===== src/sv/u2u8_pkg.sv =====
// types, constants and helper functions shared by the utf16le to utf8 transcoder
// no dependencies

package u2u8_pkg;

    localparam logic [7:0] BYTE_EF = 8'hEF;
    localparam logic [7:0] BYTE_BB = 8'hBB;
    localparam logic [7:0] BYTE_BF = 8'hBF;
    localparam logic [7:0] BYTE_FF = 8'hFF;
    localparam logic [7:0] BYTE_FE = 8'hFE;

    localparam logic [15:0] SURR_HIGH_MIN = 16'hD800;
    localparam logic [15:0] SURR_HIGH_MAX = 16'hDBFF;
    localparam logic [15:0] SURR_LOW_MIN  = 16'hDC00;
    localparam logic [15:0] SURR_LOW_MAX  = 16'hDFFF;
    localparam logic [20:0] SUPP_BASE     = 21'h10000;
    localparam logic [5:0]  SURR_HIGH_TAG = 6'b110110;

    localparam int QUEUE_DEPTH = 2;
    localparam int QUEUE_PTR_W = $clog2(QUEUE_DEPTH);

    typedef enum logic [1:0] {
        MODE_SNIFF,
        MODE_PASS,
        MODE_UTF16
    } mode_t;

    // raw slots carry 1 to 3 bytes packed low byte first, a code point slot 21 bits
    typedef enum logic [2:0] {
        SLOT_NONE,
        SLOT_RAW1,
        SLOT_RAW2,
        SLOT_RAW3,
        SLOT_CP
    } slot_kind_t;

    typedef struct packed {
        slot_kind_t  kind;
        logic [23:0] value;
    } slot_t;

    typedef struct packed {
        slot_t s0;
        slot_t s1;
        logic  last;
    } job_t;

    function automatic logic [2:0] slot_len(slot_t s);
        logic [2:0] n;
        n = 3'd0;
        case (s.kind)
            SLOT_RAW1: n = 3'd1;
            SLOT_RAW2: n = 3'd2;
            SLOT_RAW3: n = 3'd3;
            SLOT_CP:
            begin
                if (s.value[20:7] == '0)
                    n = 3'd1;
                else if (s.value[20:11] == '0)
                    n = 3'd2;
                else if (s.value[20:16] == '0)
                    n = 3'd3;
                else
                    n = 3'd4;
            end
            default: n = 3'd0;
        endcase
        return n;
    endfunction

    function automatic logic [7:0] slot_byte(slot_t s, logic [1:0] k);
        logic [20:0] cp;
        logic [2:0]  n;
        logic [7:0]  b;
        cp = s.value[20:0];
        n  = slot_len(s);
        b  = 8'h00;
        if (s.kind == SLOT_CP)
        begin
            case (n)
                3'd1: b = {1'b0, cp[6:0]};
                3'd2: b = (k == 2'd0) ? {3'b110, cp[10:6]} : {2'b10, cp[5:0]};
                3'd3:
                begin
                    case (k)
                        2'd0:    b = {4'b1110, cp[15:12]};
                        2'd1:    b = {2'b10, cp[11:6]};
                        default: b = {2'b10, cp[5:0]};
                    endcase
                end
                default:
                begin
                    case (k)
                        2'd0:    b = {5'b11110, cp[20:18]};
                        2'd1:    b = {2'b10, cp[17:12]};
                        2'd2:    b = {2'b10, cp[11:6]};
                        default: b = {2'b10, cp[5:0]};
                    endcase
                end
            endcase
        end
        else
        begin
            case (k)
                2'd0:    b = s.value[7:0];
                2'd1:    b = s.value[15:8];
                default: b = s.value[23:16];
            endcase
        end
        return b;
    endfunction

endpackage


===== src/sv/u2u8_front.sv =====
// front end: header sniffing, utf16 unit pairing and surrogate joining
// depends on u2u8_pkg; emits one job per accepted byte that yields output or ends a stream

module u2u8_front (
    input  logic              clk,
    input  logic              rst_n,
    input  logic              take,
    input  logic [7:0]        in_byte,
    input  logic              in_last,
    output logic              push,
    output u2u8_pkg::job_t    push_job
);

    u2u8_pkg::mode_t mode_reg, mode_next;
    logic [15:0] hdr_reg, hdr_next;
    logic [1:0]  hcnt_reg, hcnt_next;
    logic [7:0]  low_reg, low_next;
    logic        half_reg, half_next;
    logic [9:0]  hs_reg, hs_next;
    logic        hs_held_reg, hs_held_next;

    logic [15:0]        unit;
    logic [20:0]        held_cp;
    u2u8_pkg::slot_t    s0, s1;

    assign unit    = {in_byte, low_reg};
    assign held_cp = {5'b0, u2u8_pkg::SURR_HIGH_TAG, hs_reg};

    always_comb
    begin
        mode_next    = mode_reg;
        hdr_next     = hdr_reg;
        hcnt_next    = hcnt_reg;
        low_next     = low_reg;
        half_next    = half_reg;
        hs_next      = hs_reg;
        hs_held_next = hs_held_reg;
        s0           = '{kind: u2u8_pkg::SLOT_NONE, value: '0};
        s1           = '{kind: u2u8_pkg::SLOT_NONE, value: '0};

        case (mode_reg)
            u2u8_pkg::MODE_SNIFF:
            begin
                case (hcnt_reg)
                    2'd0:
                    begin
                        if (in_byte == u2u8_pkg::BYTE_EF || in_byte == u2u8_pkg::BYTE_FF)
                        begin
                            hdr_next  = {8'h00, in_byte};
                            hcnt_next = 2'd1;
                        end
                        else
                        begin
                            mode_next = u2u8_pkg::MODE_PASS;
                            s0 = '{kind: u2u8_pkg::SLOT_RAW1, value: {16'h0000, in_byte}};
                        end
                    end
                    2'd1:
                    begin
                        if (hdr_reg[7:0] == u2u8_pkg::BYTE_FF && in_byte == u2u8_pkg::BYTE_FE)
                        begin
                            mode_next = u2u8_pkg::MODE_UTF16;
                            hcnt_next = 2'd0;
                            hdr_next  = '0;
                        end
                        else if (hdr_reg[7:0] == u2u8_pkg::BYTE_EF &&
                                 in_byte == u2u8_pkg::BYTE_BB)
                        begin
                            hdr_next  = {in_byte, hdr_reg[7:0]};
                            hcnt_next = 2'd2;
                        end
                        else
                        begin
                            mode_next = u2u8_pkg::MODE_PASS;
                            s0 = '{kind: u2u8_pkg::SLOT_RAW2,
                                   value: {8'h00, in_byte, hdr_reg[7:0]}};
                            hcnt_next = 2'd0;
                            hdr_next  = '0;
                        end
                    end
                    default:
                    begin
                        mode_next = u2u8_pkg::MODE_PASS;
                        if (in_byte != u2u8_pkg::BYTE_BF)
                            s0 = '{kind: u2u8_pkg::SLOT_RAW3, value: {in_byte, hdr_reg}};
                        hcnt_next = 2'd0;
                        hdr_next  = '0;
                    end
                endcase
            end
            u2u8_pkg::MODE_UTF16:
            begin
                if (half_reg)
                begin
                    half_next = 1'b0;
                    low_next  = '0;
                    if (hs_held_reg && unit >= u2u8_pkg::SURR_LOW_MIN &&
                        unit <= u2u8_pkg::SURR_LOW_MAX)
                    begin
                        // surrogate pair joins into a supplementary code point
                        s0 = '{kind: u2u8_pkg::SLOT_CP,
                               value: {3'b0, u2u8_pkg::SUPP_BASE + {1'b0, hs_reg, unit[9:0]}}};
                        hs_held_next = 1'b0;
                        hs_next      = '0;
                    end
                    else
                    begin
                        if (hs_held_reg)
                            s0 = '{kind: u2u8_pkg::SLOT_CP, value: {3'b0, held_cp}};
                        if (unit >= u2u8_pkg::SURR_HIGH_MIN && unit <= u2u8_pkg::SURR_HIGH_MAX)
                        begin
                            hs_next      = unit[9:0];
                            hs_held_next = 1'b1;
                        end
                        else
                        begin
                            hs_held_next = 1'b0;
                            hs_next      = '0;
                            if (hs_held_reg)
                                s1 = '{kind: u2u8_pkg::SLOT_CP, value: {8'h00, unit}};
                            else
                                s0 = '{kind: u2u8_pkg::SLOT_CP, value: {8'h00, unit}};
                        end
                    end
                end
                else
                begin
                    low_next  = in_byte;
                    half_next = 1'b1;
                end
            end
            default:
            begin
                s0 = '{kind: u2u8_pkg::SLOT_RAW1, value: {16'h0000, in_byte}};
            end
        endcase

        // end of stream: flush what is still held
        if (in_last)
        begin
            if (mode_next == u2u8_pkg::MODE_SNIFF)
            begin
                if (hcnt_next == 2'd1)
                    s0 = '{kind: u2u8_pkg::SLOT_RAW1, value: {16'h0000, hdr_next[7:0]}};
                else if (hcnt_next == 2'd2)
                    s0 = '{kind: u2u8_pkg::SLOT_RAW2, value: {8'h00, hdr_next}};
            end
            else if (mode_next == u2u8_pkg::MODE_UTF16 && hs_held_next)
            begin
                if (s0.kind == u2u8_pkg::SLOT_NONE)
                    s0 = '{kind: u2u8_pkg::SLOT_CP,
                           value: {3'b0, 5'b0, u2u8_pkg::SURR_HIGH_TAG, hs_next}};
                else
                    s1 = '{kind: u2u8_pkg::SLOT_CP,
                           value: {3'b0, 5'b0, u2u8_pkg::SURR_HIGH_TAG, hs_next}};
            end
        end
    end

    assign push          = take && (s0.kind != u2u8_pkg::SLOT_NONE || in_last);
    assign push_job.s0   = s0;
    assign push_job.s1   = s1;
    assign push_job.last = in_last;

    always_ff @(posedge clk or negedge rst_n)
    begin
        if (!rst_n)
        begin
            mode_reg    <= u2u8_pkg::MODE_SNIFF;
            hdr_reg     <= '0;
            hcnt_reg    <= '0;
            low_reg     <= '0;
            half_reg    <= 1'b0;
            hs_reg      <= '0;
            hs_held_reg <= 1'b0;
        end
        else if (take)
        begin
            if (in_last)
            begin
                mode_reg    <= u2u8_pkg::MODE_SNIFF;
                hdr_reg     <= '0;
                hcnt_reg    <= '0;
                low_reg     <= '0;
                half_reg    <= 1'b0;
                hs_reg      <= '0;
                hs_held_reg <= 1'b0;
            end
            else
            begin
                mode_reg    <= mode_next;
                hdr_reg     <= hdr_next;
                hcnt_reg    <= hcnt_next;
                low_reg     <= low_next;
                half_reg    <= half_next;
                hs_reg      <= hs_next;
                hs_held_reg <= hs_held_next;
            end
        end
    end

endmodule


===== src/sv/u2u8_queue.sv =====
// two-entry job queue between the front and back ends
// depends on u2u8_pkg

module u2u8_queue (
    input  logic              clk,
    input  logic              rst_n,
    input  logic              push,
    input  u2u8_pkg::job_t    push_job,
    output logic              full,
    input  logic              pop,
    output logic              head_valid,
    output u2u8_pkg::job_t    head_job
);

    u2u8_pkg::job_t mem [u2u8_pkg::QUEUE_DEPTH];

    logic [u2u8_pkg::QUEUE_PTR_W-1:0] wr_ptr_reg, rd_ptr_reg;
    logic [u2u8_pkg::QUEUE_PTR_W:0]   count_reg, count_next;

    assign full       = (count_reg == (u2u8_pkg::QUEUE_PTR_W + 1)'(u2u8_pkg::QUEUE_DEPTH));
    assign head_valid = (count_reg != '0);
    assign head_job   = mem[rd_ptr_reg];

    always_comb
    begin
        count_next = count_reg;
        if (push && !pop)
            count_next = count_reg + 1'b1;
        else if (pop && !push)
            count_next = count_reg - 1'b1;
    end

    always_ff @(posedge clk)
    begin
        if (push)
            mem[wr_ptr_reg] <= push_job;
    end

    always_ff @(posedge clk or negedge rst_n)
    begin
        if (!rst_n)
        begin
            wr_ptr_reg <= '0;
            rd_ptr_reg <= '0;
            count_reg  <= '0;
        end
        else
        begin
            if (push)
                wr_ptr_reg <= (wr_ptr_reg ==
                               (u2u8_pkg::QUEUE_PTR_W)'(u2u8_pkg::QUEUE_DEPTH - 1))
                              ? '0 : wr_ptr_reg + 1'b1;
            if (pop)
                rd_ptr_reg <= (rd_ptr_reg ==
                               (u2u8_pkg::QUEUE_PTR_W)'(u2u8_pkg::QUEUE_DEPTH - 1))
                              ? '0 : rd_ptr_reg + 1'b1;
            count_reg <= count_next;
        end
    end

endmodule


===== src/sv/u2u8_back.sv =====
// back end: serializes one job into utf8 or raw bytes, one per cycle while out_stall is low
// depends on u2u8_pkg; holds the output register

module u2u8_back (
    input  logic              clk,
    input  logic              rst_n,
    input  logic              head_valid,
    input  u2u8_pkg::job_t    head_job,
    output logic              pop,
    output logic              out_valid,
    input  logic              out_stall,
    output logic [7:0]        out_byte,
    output logic              byte_valid,
    output logic              run_last,
    output logic              stream_end
);

    logic       slot_reg, slot_next;
    logic [1:0] idx_reg, idx_next;
    logic       out_valid_reg;
    logic [7:0] byte_reg;
    logic       bvalid_reg, run_last_reg, stream_end_reg;

    u2u8_pkg::slot_t cur;
    logic [2:0]      cur_len;
    logic            cur_empty, slot_end, more_slot, job_done, load;

    assign cur       = slot_reg ? head_job.s1 : head_job.s0;
    assign cur_len   = u2u8_pkg::slot_len(cur);
    assign cur_empty = (cur.kind == u2u8_pkg::SLOT_NONE);
    assign slot_end  = ({1'b0, idx_reg} + 3'd1 == cur_len);
    assign more_slot = !slot_reg && head_job.s1.kind != u2u8_pkg::SLOT_NONE;
    assign job_done  = cur_empty || (slot_end && !more_slot);
    assign load      = head_valid && (!out_valid_reg || !out_stall);
    assign pop       = load && job_done;

    always_comb
    begin
        slot_next = slot_reg;
        idx_next  = idx_reg;
        if (load)
        begin
            if (job_done)
            begin
                slot_next = 1'b0;
                idx_next  = '0;
            end
            else if (slot_end)
            begin
                slot_next = 1'b1;
                idx_next  = '0;
            end
            else
                idx_next = idx_reg + 1'b1;
        end
    end

    always_ff @(posedge clk or negedge rst_n)
    begin
        if (!rst_n)
        begin
            slot_reg      <= 1'b0;
            idx_reg       <= '0;
            out_valid_reg <= 1'b0;
        end
        else
        begin
            slot_reg <= slot_next;
            idx_reg  <= idx_next;
            if (load)
                out_valid_reg <= 1'b1;
            else if (!out_stall)
                out_valid_reg <= 1'b0;
        end
    end

    always_ff @(posedge clk)
    begin
        if (load)
        begin
            byte_reg       <= cur_empty ? 8'h00 : u2u8_pkg::slot_byte(cur, idx_reg);
            bvalid_reg     <= !cur_empty;
            run_last_reg   <= job_done;
            stream_end_reg <= job_done && head_job.last;
        end
    end

    assign out_valid  = out_valid_reg;
    assign out_byte   = byte_reg;
    assign byte_valid = bvalid_reg;
    assign run_last   = run_last_reg;
    assign stream_end = stream_end_reg;

    // byte index stays inside the slot being sent
    a_idx_in_slot: assert property (@(posedge clk) disable iff (!rst_n)
        head_valid && !cur_empty |-> ({1'b0, idx_reg} < cur_len))
        else $error("byte index beyond slot length");

    // second slot is only visited when it holds something
    a_slot1_used: assert property (@(posedge clk) disable iff (!rst_n)
        head_valid && slot_reg |-> head_job.s1.kind != u2u8_pkg::SLOT_NONE)
        else $error("second slot visited while empty");

    // stream end always closes the run of its item
    a_end_closes_run: assert property (@(posedge clk) disable iff (!rst_n)
        out_valid_reg && stream_end_reg |-> run_last_reg)
        else $error("stream end without run last");

    // a bare marker only appears at the stream end
    a_bare_is_end: assert property (@(posedge clk) disable iff (!rst_n)
        out_valid_reg && !bvalid_reg |-> stream_end_reg && byte_reg == 8'h00)
        else $error("bare marker outside stream end");

endmodule


===== src/sv/utf16le_to_utf8_transcoder.sv =====
// Byte stream transcoder: strips a utf8 bom, passes plain streams through and
// converts utf16le streams (ff fe mark) to utf8.
// Input channel: in_valid / in_stall with in_byte, in_last (one raw byte per
// transfer, in_last on the final byte of a stream).
// Output channel: out_valid / out_stall with out_byte, byte_valid, run_last,
// stream_end. Each input byte yields zero to six output transfers; run_last
// marks the final one of an input byte, stream_end the final one of a stream.
// A stream ending with no pending data gives one transfer with byte_valid low.
// The front end takes one input byte per cycle while the queue is not full, and
// the back end sends one output byte per cycle while out_stall is low; a byte
// with no result costs the back end nothing.
// A two-entry job queue sits between front and back, so in_stall rises only
// when that queue is full; out_stall holds the output register and backs up
// the queue. Reset (rst_n low, asynchronous) empties the queue and output and
// returns to header sniffing; every end of stream does the same for the front.
// depends on u2u8_pkg, u2u8_front, u2u8_queue, u2u8_back

module utf16le_to_utf8_transcoder (
    input  logic       clk,
    input  logic       rst_n,
    input  logic       in_valid,
    output logic       in_stall,
    input  logic [7:0] in_byte,
    input  logic       in_last,
    output logic       out_valid,
    input  logic       out_stall,
    output logic [7:0] out_byte,
    output logic       byte_valid,
    output logic       run_last,
    output logic       stream_end
);

    logic           take, push, full, pop, head_valid;
    u2u8_pkg::job_t push_job, head_job;

    assign in_stall = full;
    assign take     = in_valid && !full;

    u2u8_front u_front (
        .clk      (clk),
        .rst_n    (rst_n),
        .take     (take),
        .in_byte  (in_byte),
        .in_last  (in_last),
        .push     (push),
        .push_job (push_job)
    );

    u2u8_queue u_queue (
        .clk        (clk),
        .rst_n      (rst_n),
        .push       (push),
        .push_job   (push_job),
        .full       (full),
        .pop        (pop),
        .head_valid (head_valid),
        .head_job   (head_job)
    );

    u2u8_back u_back (
        .clk        (clk),
        .rst_n      (rst_n),
        .head_valid (head_valid),
        .head_job   (head_job),
        .pop        (pop),
        .out_valid  (out_valid),
        .out_stall  (out_stall),
        .out_byte   (out_byte),
        .byte_valid (byte_valid),
        .run_last   (run_last),
        .stream_end (stream_end)
    );

endmodule

===== config.mk =====
export PLATFORM = sky130hd
export DESIGN_NAME = utf16le_to_utf8_transcoder
export DESIGN_NICKNAME = d
export VERILOG_FILES = /design/src/sv/u2u8_pkg.sv /design/src/sv/u2u8_front.sv /design/src/sv/u2u8_queue.sv /design/src/sv/u2u8_back.sv /design/src/sv/utf16le_to_utf8_transcoder.sv
export SDC_FILE = /design/constraint.sdc
export NUM_CORES = 1
export LEC_CHECK = 0
export ABC_CLOCK_PERIOD_IN_PS = 12950
export BUFFER_PORTS_ARGS = -buffer_cell sky130_fd_sc_hd__buf_2
export CORE_MARGIN = 4
export CORE_UTILIZATION = 50
export CTS_CLUSTER_DIAMETER = 150
export DETAILED_ROUTE_END_ITERATION = 6
export GPL_ROUTABILITY_DRIVEN = 0
export PLACE_DENSITY = 0.78
export SLEW_MARGIN = 40
export SYNTH_ARGS = -nofsm -noshare
export SYNTH_HDL_FRONTEND = slang
export SYNTH_SLANG_ARGS = --single-unit

===== constraint.sdc =====
create_clock -name clk -period 12.95 [get_ports clk]
set_clock_uncertainty 0.15 [all_clocks]
set_input_delay 1.295 -clock clk [delete_from_list [all_inputs] [get_ports clk]]
set_output_delay 1.295 -clock clk [all_outputs]
set_load 0.01 [all_outputs]

==> results.cfg, run 1 <==
[detailed_routing]
route.met2.wl_mm = 10.4
route.met3.wl_mm = 2.05
drt_iter0_drc = 1151
vias = 6431
first_pass_iters = 6
wire_per_inst_um = 23.3
wl_met1_mm = 8.27
routed.top_layer = met4
finalWirelength_mm = 21.7
ant_nets = 0
drc = 0
viasPerCell = 6.91

[sta]
tightest_slew_ns = 0.894
whs_ns = 0.330
finalSetupViolations = 0
fmax_mhz = 230
drv_slew = 0
period_minus_slack_ns = 4.35
post-route-period-util_pct = 33.6
final_hold_viol_count = 0
fin_ws_ns = 8.60
maxSlewHeadroom_pct = 40.4
rsz0062_at_grt = no
fin_setup_tns_ns = 0

[floorplan]
die_w_um = 134
fp-row-count = 45
die-area_mm2 = 0.0180
ios = 26
core-area_mm2 = 0.0154
start_util_pct = 51.7
die_h_um = 134

[setup_path]
critPathArrivalTime_ns = 4.53
r2r_setup_slack_ns = 8.60
path_cells = buf_4 > mux4_1 > or4_1 > nor3_1 > o21bai_1 > xnor2_1 > a41o_1 > nand2_1 > ha_1 > nor2_1 > xor2_1
criticalPathCategory = reg -> reg
end_kind = flip-flop
required_ns = 13.14
critical-path-top-delay-family = simple AND/OR/NAND/NOR gates
setup.worst_path.start_class = flip-flop
critPathMaxStageDelay_ns = 0.72
crit_path_top_delay_cell = mux4_1
critPathBufInv = 1
critPathMaxFanout = 39

[cts]
clock-sinks = 149
holdBufCountCts = 0
cts_buffers = 17
clk_latency_ns = 0.42
clk_path_buf_depth = 2
post_cts_buffers = 0
path_clk_slew_ns = 0.06
cts.htree.levels = 4
cts_resized = 0
cts_root_buf = clkbuf_16
cts_tree = yes

[power]
p_switching_uw = 687
p_sw_share_pct = 35.8
p_leak_nw = 3.29
p_int_mw = 1.23
clockPowerShare_pct = 25.1
peakVddDrop_mv = 0.141
p_total_mw = 1.92
comb_power_share_pct = 37.7
power_density_mw_per_mm2 = 217
pwr-share-seq_pct = 37.2

[logic_synthesis]
synth_area_mm2 = 0.00795
synth_ff_type = edfxtp_1
yosys-top-cells-count = edfxtp_1 (101), nand2_1 (64), dfrtp_1 (48), nor2_1 (45), clkbuf_1 (42)
synth_edf_count = 101
synth_nets = 724
synth-adder-area-share_pct = 1.10
synth_cells = 704
ys_async_sr_fraction_pct = 32.2
seq_area_frac_synth_pct = 53.3
synth_area_per_cell_um2 = 11.3
synth-seq-cells = 149
synth.most_common_cell = edfxtp_1
synth-xor-area-share_pct = 0.882
synth_top_area_cell = edfxtp_1
synth_top_family_by_area = compound AO/OA/AOI/OAI gates
yosysWarnings = 0
synth-compound-area-share_pct = 18.5
yosys.area_share.simple_pct = 12.9
synthMuxAreaShare_pct = 9.98
ys_types = 67
synth_area_leaders = edfxtp_1 (38%), dfrtp_1 (15%), mux4_2 (4.3%), mux2i_1 (4.0%), nand2_1 (3.0%)
synth.top_cell.area_share_pct = 38.2

[place]
place_area_mm2 = 0.00826
io_buffer_count = 25
pre_cts_ws_ns = 8.63
dp_hpwl_mm = 15.0

[finish]
drive_gt1_share_pct = 12.6
final_nets = 728
syn_to_final_growth_pct = 11.1
largest_reg_flops = 90
insertedDiodeCount = 0
final_area_mm2 = 0.00883

[global_route]
grtUsageTotal_pct = 24.7
antenna_found_initial = 0
grt_max_degree = 49
grt_pass1_vias = 6292
grt_pass1_wl_mm = 34.6
grt-ovfl-total = 0

[min_path]
hold_path_class = reg -> reg

[run]
drv_cap = 0

[status]
status = complete, no violations
## kinds of logic after synthesis
group | after synthesis
simple gates | 210
compound gates | 206
flops | 149
buf+inv | 68
mux | 56
xor+xnor | 8
fa+ha+maj | 7
## path summary, 6_finish.rpt
kind                                                     start                               end  depth (start not counted)
worst max-delay path            u_queue.rd_ptr_reg$_DFFE_PN0P_  u_queue.count_reg[1]$_DFFE_PN0P_                         11
worst min-delay path              u_back.out_valid$_DFFE_PN0P_      u_back.out_valid$_DFFE_PN0P_                          2
worst max register to register  u_queue.rd_ptr_reg$_DFFE_PN0P_  u_queue.count_reg[1]$_DFFE_PN0P_                         11
worst min register to register    u_back.out_valid$_DFFE_PN0P_      u_back.out_valid$_DFFE_PN0P_                          2
max in group asynchronous                                rst_n     u_front.hs_reg[2]$_DFFE_PN0P_                          2
min in group asynchronous                                rst_n     u_back.idx_reg[1]$_DFFE_PN0P_                          2
## power by group through the flow
stage	combinational, mW	clock, mW	sequential [mW]
after floorplan	0.532	0	0.696
after global placement	0.666	0	0.710
after detailed placement	0.702	0	0.718
after CTS	0.710	0.484	0.711
after global routing	0.778	0.514	0.721
final	0.723	0.480	0.713
## per-stage QoR
stage / std cells / utilization [%]
2_1_floorplan: 704 / -
3_3_place_gp: 898 / 53.3
3_5_place_dp: 900 / 53.7
4_1_cts: 931 / 57.4
5_1_grt: 931 / 57.5
6_report: 931 / 57.5
## worst register-to-register path: cells and delay by family (launching register included)
family | cells | cell delay (ns)
flops | 1 | 0.34
simple gates | 4 | 1.06
fa+ha+maj | 1 | 0.34
xor+xnor | 2 | 0.62
compound gates | 2 | 0.51
mux | 1 | 0.76
buf+inv | 1 | 0.49
## per-layer routing
layer	vias up	GRT usage [%]
met5	-	0
met4	0	10.5
met3	108	5.93
met2	494	41.2
met1	3081	31.2
li1	2748	-
## area by class of cell
cell class,instances,area [um^2]
Clock inverter,11,135
Sequential cell,149,4240
Tap cell,211,264
Inverter,20,75.1
Timing Repair Buffer,33,225
Multi-Input combinational cell,487,3460
Clock buffer,20,437
Fill cell,1242,6540
## cell usage in the layout (no fill, tap or decap), types with 17 or more instances in the layout
cell and n:
edfxtp_1 101, nand2_1 64, dfrtp_1 47, nor2_1 45, o21ai_1 34, mux2i_1 32, a21oi_1 30, buf_2 25
nand3_1 20, inv_1 19, a22o_1 18, clkbuf_16 17
Power figures use the tool's default switching activity.
==> run 2: changes to the inputs <==
--- a/config.mk
+++ b/config.mk
@@ -5,7 +5,7 @@
 export SDC_FILE = /design/constraint.sdc
 export NUM_CORES = 1
 export LEC_CHECK = 0
-export ABC_CLOCK_PERIOD_IN_PS = 12950
+export ABC_CLOCK_PERIOD_IN_PS = 4130
 export BUFFER_PORTS_ARGS = -buffer_cell sky130_fd_sc_hd__buf_2
 export CORE_MARGIN = 4
 export CORE_UTILIZATION = 50
==> constraint.sdc (replaced) <==
create_clock -name clk -period 4.13 [get_ports clk]
set_clock_uncertainty 0.15 [all_clocks]
set_input_delay 0.413 -clock clk [delete_from_list [all_inputs] [get_ports clk]]
set_output_delay 0.413 -clock clk [all_outputs]
set_load 0.01 [all_outputs]
==> run 2 against run 1 <==
Compared with the run above:
- the run now ends with DRC left
- highest routed layer is now met5
- worst hold slack worse by 0.26 ns
- critical path depth stayed put
- non-clock buffer count is 7 higher
- combinational power increased to 3.2 times the previous value
- clock power rose to 3.2 times the previous value
- register-to-register slack lost 8.3 ns
- die area unchanged
- clock-buffer cell count down 3
- sequential power rose to 3.1 times the previous value
- critical path type unchanged
- worst setup slack got worse by 8.3 ns
- first-iteration DRC count increased by 2.1%
==> results.cfg, run 2 (synthesized netlist as in run 1, its figures left out) <==
[setup_path]
r2r_setup_slack_ns = 0.26
criticalPathCategory = reg -> reg
end_kind = flip-flop
critical_path.endpoint = u_queue.count_reg[1]$_DFFE_PN0P_
r2r_cells = 11
timing.rr.start = u_queue.rd_ptr_reg$_DFFE_PN0P_
critPathArrivalTime_ns = 4.08
critPathMaxFanout = 9
reg2reg_to = u_queue.count_reg[1]$_DFFE_PN0P_
required_ns = 4.33
crit_path_start = u_queue.rd_ptr_reg$_DFFE_PN0P_
setup.worst_path.start_class = flip-flop

[power]
p_sw_share_pct = 37.5
p_int_mw = 3.81
p_leak_nw = 3.34
p_total_mw = 6.10
clockPowerShare_pct = 25.4
p_switching_mw = 2.29
power_density_mw_per_mm2 = 685
peakVddDrop_mv = 0.361
pwr-share-seq_pct = 36.7
comb_power_share_pct = 37.9

[detailed_routing]
drc = 33
viasPerCell = 6.89
drt_iter0_drc = 1175
ant_nets = 0
vias = 6474
first_pass_iters = 7
finalWirelength_mm = 21.3
wire_per_inst_um = 22.7

[floorplan]
fp-row-count = 45
start_util_pct = 51.7
core-area_mm2 = 0.0154
die_w_um = 134
ios = 26
die_h_um = 134
die-area_mm2 = 0.0180

[finish]
layout_commonest_cell = edfxtp_1
layout_common_cells = edfxtp_1 (101), nand2_1 (64), dfrtp_1 (46)
syn_to_final_growth_pct = 12.1
final_nets = 735
drive_gt1_share_pct = 14.1
final_area_mm2 = 0.00891
insertedDiodeCount = 0
largest_reg_flops = 90

[place]
dp_hpwl_mm = 14.7
io_buffer_count = 25
pre_cts_ws_ns = 0.350
place_area_mm2 = 0.00829

[sta]
maxSlewHeadroom_pct = 42.9
finalSetupViolations = 0
rsz0062_at_grt = no
fin_setup_tns_ns = 0
period_minus_slack_ns = 3.87
fin_ws_ns = 0.258
drv_slew = 0
fmax_mhz = 258
post-route-period-util_pct = 93.8
final_hold_viol_count = 0
tightest_slew_ns = 0.853

[global_route]
grt-ovfl-total = 0
grtUsageTotal_pct = 24.1
antenna_found_initial = 1
grt_max_degree = 46
grt_pass1_wl_mm = 33.4
grt_pass1_vias = 6148

[min_path]
hp-start = out_stall
hold_path_class = in -> reg

[run]
drv_cap = 0

[cts]
path_clk_slew_ns = 0.07
cts_buffers = 17
cts_tree = yes
cts_resized = 0
cts_root_buf = clkbuf_16
clock-sinks = 149
clk_path_buf_depth = 2
post_cts_buffers = 0
clk_latency_ns = 0.43
cts.htree.levels = 4

[status]
violations = DRC
status = finished with violations
==> run 2: changes by cell type in the layout (fill, tap and decap cells not counted), moves of 2 or more <==
| cell | delta |
|---|---|
| clkinv_2 | -2 |
| buf_16 | -2 |
| inv_8 | +6 |
| bufinv_16 | -2 |
| clkinv_1 | -2 |
| clkinv_8 | +3 |
| inv_6 | +2 |
| clkbuf_1 | -3 |
| buf_4 | +6 |
| buf_12 | +2 |
==> run 2: metrics by stage <==
step	hold slack (ns)	std cells	util (%)
after floorplan	-0.0326	704	-
after global placement	0.150	906	53.9
after detailed placement	0.145	906	53.9
after CTS	0.0515	939	57.9
after global routing	0.0882	939	57.9
final	0.0671	939	57.9
==> run 2: power groups by stage <==
stage,Clock [mW],Combinational [mW],Sequential (mW)
global placement,0,2.16,2.24
CTS,1.58,2.24,2.23
global route,1.65,2.45,2.27
detailed placement,0,2.21,2.26
floorplan,0,1.67,2.18
finish,1.55,2.31,2.24
==> run 2: final cells by class <==
class                   count  area, um^2
multi-input cells         487        3460
flip-flops and latches    149        4240
fillers                  1215        6460
inverters                  20        75.1
clock inverters            15         184
clock buffers              17         425
well taps                 211         264
repair buffers             40         265
==> run 2: what timing repair did <==
| item | CTS | global route |
|---|---|---|
| hold buffers | 1 | 0 |
| endpoints found under the hold margin | 7 | 0 |
| setup endpoints to repair | 0 | 0 |
==> run 2: worst max-delay path: stages, from the launching register on <==
cell,delay (ns)
dfrtp_2,0.51
buf_4,0.24
mux4_2,0.56
or4_1,0.52
nor3_1,0.36
o21bai_1,0.24
xnor2_1,0.24
a41o_1,0.28
nand2_1,0.08
ha_1,0.32
nor2_1,0.13
xor2_1,0.14
==> run 2: how the worst min path moves through the flow <==
stage,endpoint,slack (ns),cells past startpoint
after global placement,u_back.out_valid$_DFFE_PN0P_,0.15,1
after CTS,u_back.out_valid$_DFFE_PN0P_,0.05,3
after global routing,u_back.out_valid$_DFFE_PN0P_,0.09,3
after floorplan,u_back.idx_reg[0]$_DFFE_PN0P_,-0.03,0
after detailed placement,u_back.out_valid$_DFFE_PN0P_,0.15,1
final,u_back.out_valid$_DFFE_PN0P_,0.07,3
==> run 2: routing by layer <==
layer / global-route usage [%] / routed length, um
met2: 37.1 / 9700
met4: 12.0 / 1210
met1: 31.4 / 8020
met5: 0 / 13
met3: 6.83 / 2410
==> run 3: changes to the inputs <==
--- a/config.mk
+++ b/config.mk
@@ -5,6 +5,7 @@
 export SDC_FILE = /design/constraint.sdc
 export NUM_CORES = 1
 export LEC_CHECK = 0
+export ABC_AREA = 1
 export ABC_CLOCK_PERIOD_IN_PS = 4130
 export BUFFER_PORTS_ARGS = -buffer_cell sky130_fd_sc_hd__buf_2
 export CORE_MARGIN = 4
==> run 3 against run 2 <==
Compared with the run above:
- the flow now finishes without violations
- wire length grew 8.3%
- sequential power shrank 3%
- cell area grew 5.0%
- synthesized area grew 6.8%
- synthesized cell count grew 38%
- clock power shrank 5%
- combinational power grew 26%
- largest cell class unchanged
- highest routed layer is now met4
==> results.cfg, run 3 <==
[setup_path]
end_kind = flip-flop
reg2reg_to = u_queue.count_reg[1]$_DFFE_PN0P_
r2r_cells = 16
r2r_setup_slack_ns = 0.83
critPathMaxFanout = 24
required_ns = 4.28
setup.worst_path.start_class = flip-flop
criticalPathCategory = reg -> reg
timing.rr.start = u_back.slot_reg$_DFFE_PN0P_
critPathArrivalTime_ns = 3.45

[logic_synthesis]
synth_ff_type = edfxtp_1
ys_types = 54
synth_cells = 968
synth_area_mm2 = 0.00849
synth_area_leaders = edfxtp_1 (36%), dfrtp_1 (14%), nand2_1 (8.5%), nand3_1 (6.4%), o21ai_0 (5.0%)
synth.most_common_cell = nand2_1
synth_nets = 988
synth_area_per_cell_um2 = 8.77
synth_edf_count = 101
ys_async_sr_fraction_pct = 32.2
yosysWarnings = 0
synth.top_cell.area_share_pct = 35.7
yosys-top-cells-count = nand2_1 (192), nand3_1 (108), edfxtp_1 (101), inv_1 (98), o21ai_0 (84)
synth-seq-cells = 149
synth_top_area_cell = edfxtp_1
seq_area_frac_synth_pct = 49.9

[floorplan]
die-area_mm2 = 0.0191
start_util_pct = 51.2
core-area_mm2 = 0.0166
die_h_um = 138
ios = 26
die_w_um = 138
fp-row-count = 47

[place]
dp_hpwl_mm = 16.3
io_buffer_count = 25
pre_cts_ws_ns = 0.865

[power]
p_leak_nw = 3.74
power_density_mw_per_mm2 = 701
p_int_mw = 3.80
clockPowerShare_pct = 22.5
pwr-share-seq_pct = 33.2
p_total_mw = 6.56
p_switching_mw = 2.76
comb_power_share_pct = 44.4
peakVddDrop_mv = 0.348
p_sw_share_pct = 42.0

[finish]
largest_reg_flops = 90
multi_input_area_mm2 = 0.00362
fill_cells = 1430
insertedDiodeCount = 0
utilization_pct = 56.4
regArea_mm2 = 0.00423
syn_to_final_growth_pct = 10.2
layout_common_cells = nand2_1 (192), nand3_1 (108), edfxtp_1 (101)
layout_commonest_cell = nand2_1
drive_gt1_share_pct = 13.6
final_nets = 1005

[cts]
clk_latency_ns = 0.43
post_cts_buffers = 0
cts.htree.levels = 4
cts_root_buf = clkbuf_16
cts_tree = yes
path_clk_slew_ns = 0.06
clock-sinks = 149
clk_path_buf_depth = 2
cts_resized = 0
holdBufCountCts = 1
cts_buffers = 17

[sta]
rsz0062_at_grt = no
tightest_slew_ns = 0.712
fin_setup_tns_ns = 0
fmax_mhz = 303
drv_slew = 0
period_minus_slack_ns = 3.30
maxSlewHeadroom_pct = 52.4
final_hold_viol_count = 0
post-route-period-util_pct = 79.8
finalSetupViolations = 0
fin_ws_ns = 0.833
whs_ns = 0.0691

[detailed_routing]
drt_iter0_drc = 1194
vias = 7457
ant_nets = 0
wire_per_inst_um = 19.0
drc = 0
finalWirelength_mm = 23.1
first_pass_iters = 6
viasPerCell = 6.12

[min_path]
whs_endpoint = u_back.out_valid$_DFFE_PN0P_
hp-start = out_stall
holdPathStages = 3
hold_path_class = in -> reg

[global_route]
grtUsageTotal_pct = 23.9
antenna_found_initial = 0
grt_max_degree = 46
grt-ovfl-total = 0
grt_pass1_wl_mm = 36.6
grt_pass1_vias = 6817

[run]
drv_cap = 0

[status]
status = complete, no violations
run 3: changes by cell type after synthesis, moves of 12 or more:
cell,delta
a221oi_1,-12
a22o_1,-18
and2_1,-13
clkbuf_1,-25
inv_1,+79
mux2i_1,-32
mux4_2,-15
nand2_1,+128
nand3_1,+88
nor2_1,+16
o21ai_0,+76
o21ai_1,-31
o22ai_1,+47
run 3: metrics by stage:
step / cell area (um^2) / instances
after floorplan: 8490 / 968
after global placement: 8790 / 1185
after detailed placement: 8790 / 1185
after CTS: 9360 / 1218
after global routing: 9360 / 1218
final: 9360 / 1218
run 3: cell families after synthesis:
family | count (synthesis) | share of synthesized area, %
fa+ha+maj | 7 | 1.03
buf+inv | 156 | 7.58
xor+xnor | 3 | 0.310
flops | 149 | 49.9
compound gates | 226 | 16.7
simple gates | 427 | 24.5
run 3: layout make-up:
cell class,instances,area share (%)
Timing Repair Buffer,36,2.38
Clock inverter,7,0.762
Sequential cell,149,45.3
Inverter,118,4.80
Tap cell,220,2.94
Clock buffer,25,5.19
Multi-Input combinational cell,663,38.7
run 3: worst max-delay path, cell delays in order (launching register included):
cell      delay [ns]
dfrtp_1         0.38
inv_2           0.39
nand3_1         0.21
nand2_1         0.23
nand2_2         0.09
nor2_4          0.15
nand3_2         0.11
nand2_4         0.11
nand2_4         0.09
nand2_2         0.07
nand3_2         0.10
o21bai_4        0.21
nand3_2         0.13
ha_1            0.34
a21oi_1         0.12
o21ai_0         0.11
xor2_1          0.15
run 3: worst max-delay path by stage:
stage                                           start                          endpoint
after global routing      u_back.slot_reg$_DFFE_PN0P_  u_queue.count_reg[1]$_DFFE_PN0P_
after CTS                 u_back.slot_reg$_DFFE_PN0P_  u_queue.count_reg[1]$_DFFE_PN0P_
after floorplan                            in_byte[3]       u_queue.mem[1][0]$_DFFE_PP_
after global placement                     in_byte[3]  u_queue.count_reg[1]$_DFFE_PN0P_
final                     u_back.slot_reg$_DFFE_PN0P_  u_queue.count_reg[1]$_DFFE_PN0P_
after detailed placement  u_back.slot_reg$_DFFE_PN0P_  u_queue.count_reg[1]$_DFFE_PN0P_
run 3: per-layer routing:
| metal | part of all wire [%] | wire length [um] | global-route usage [%] |
|---|---|---|---|
| met1 | 39 | 8990 | 30.9 |
| met2 | 47 | 10800 | 38.4 |
| met3 | 10 | 2360 | 5.59 |
| met5 | 0 | 0 | 0 |
| met4 | 4.3 | 989 | 11.0 |
run 3: power by group through the flow:
stage	logic (mW)	registers [mW]	clock network (mW)
after floorplan	2.14	2.23	0
after global routing	3.20	2.21	1.56
final	2.91	2.18	1.47
after detailed placement	2.87	2.20	0
after global placement	2.82	2.19	0
after CTS	2.88	2.18	1.49
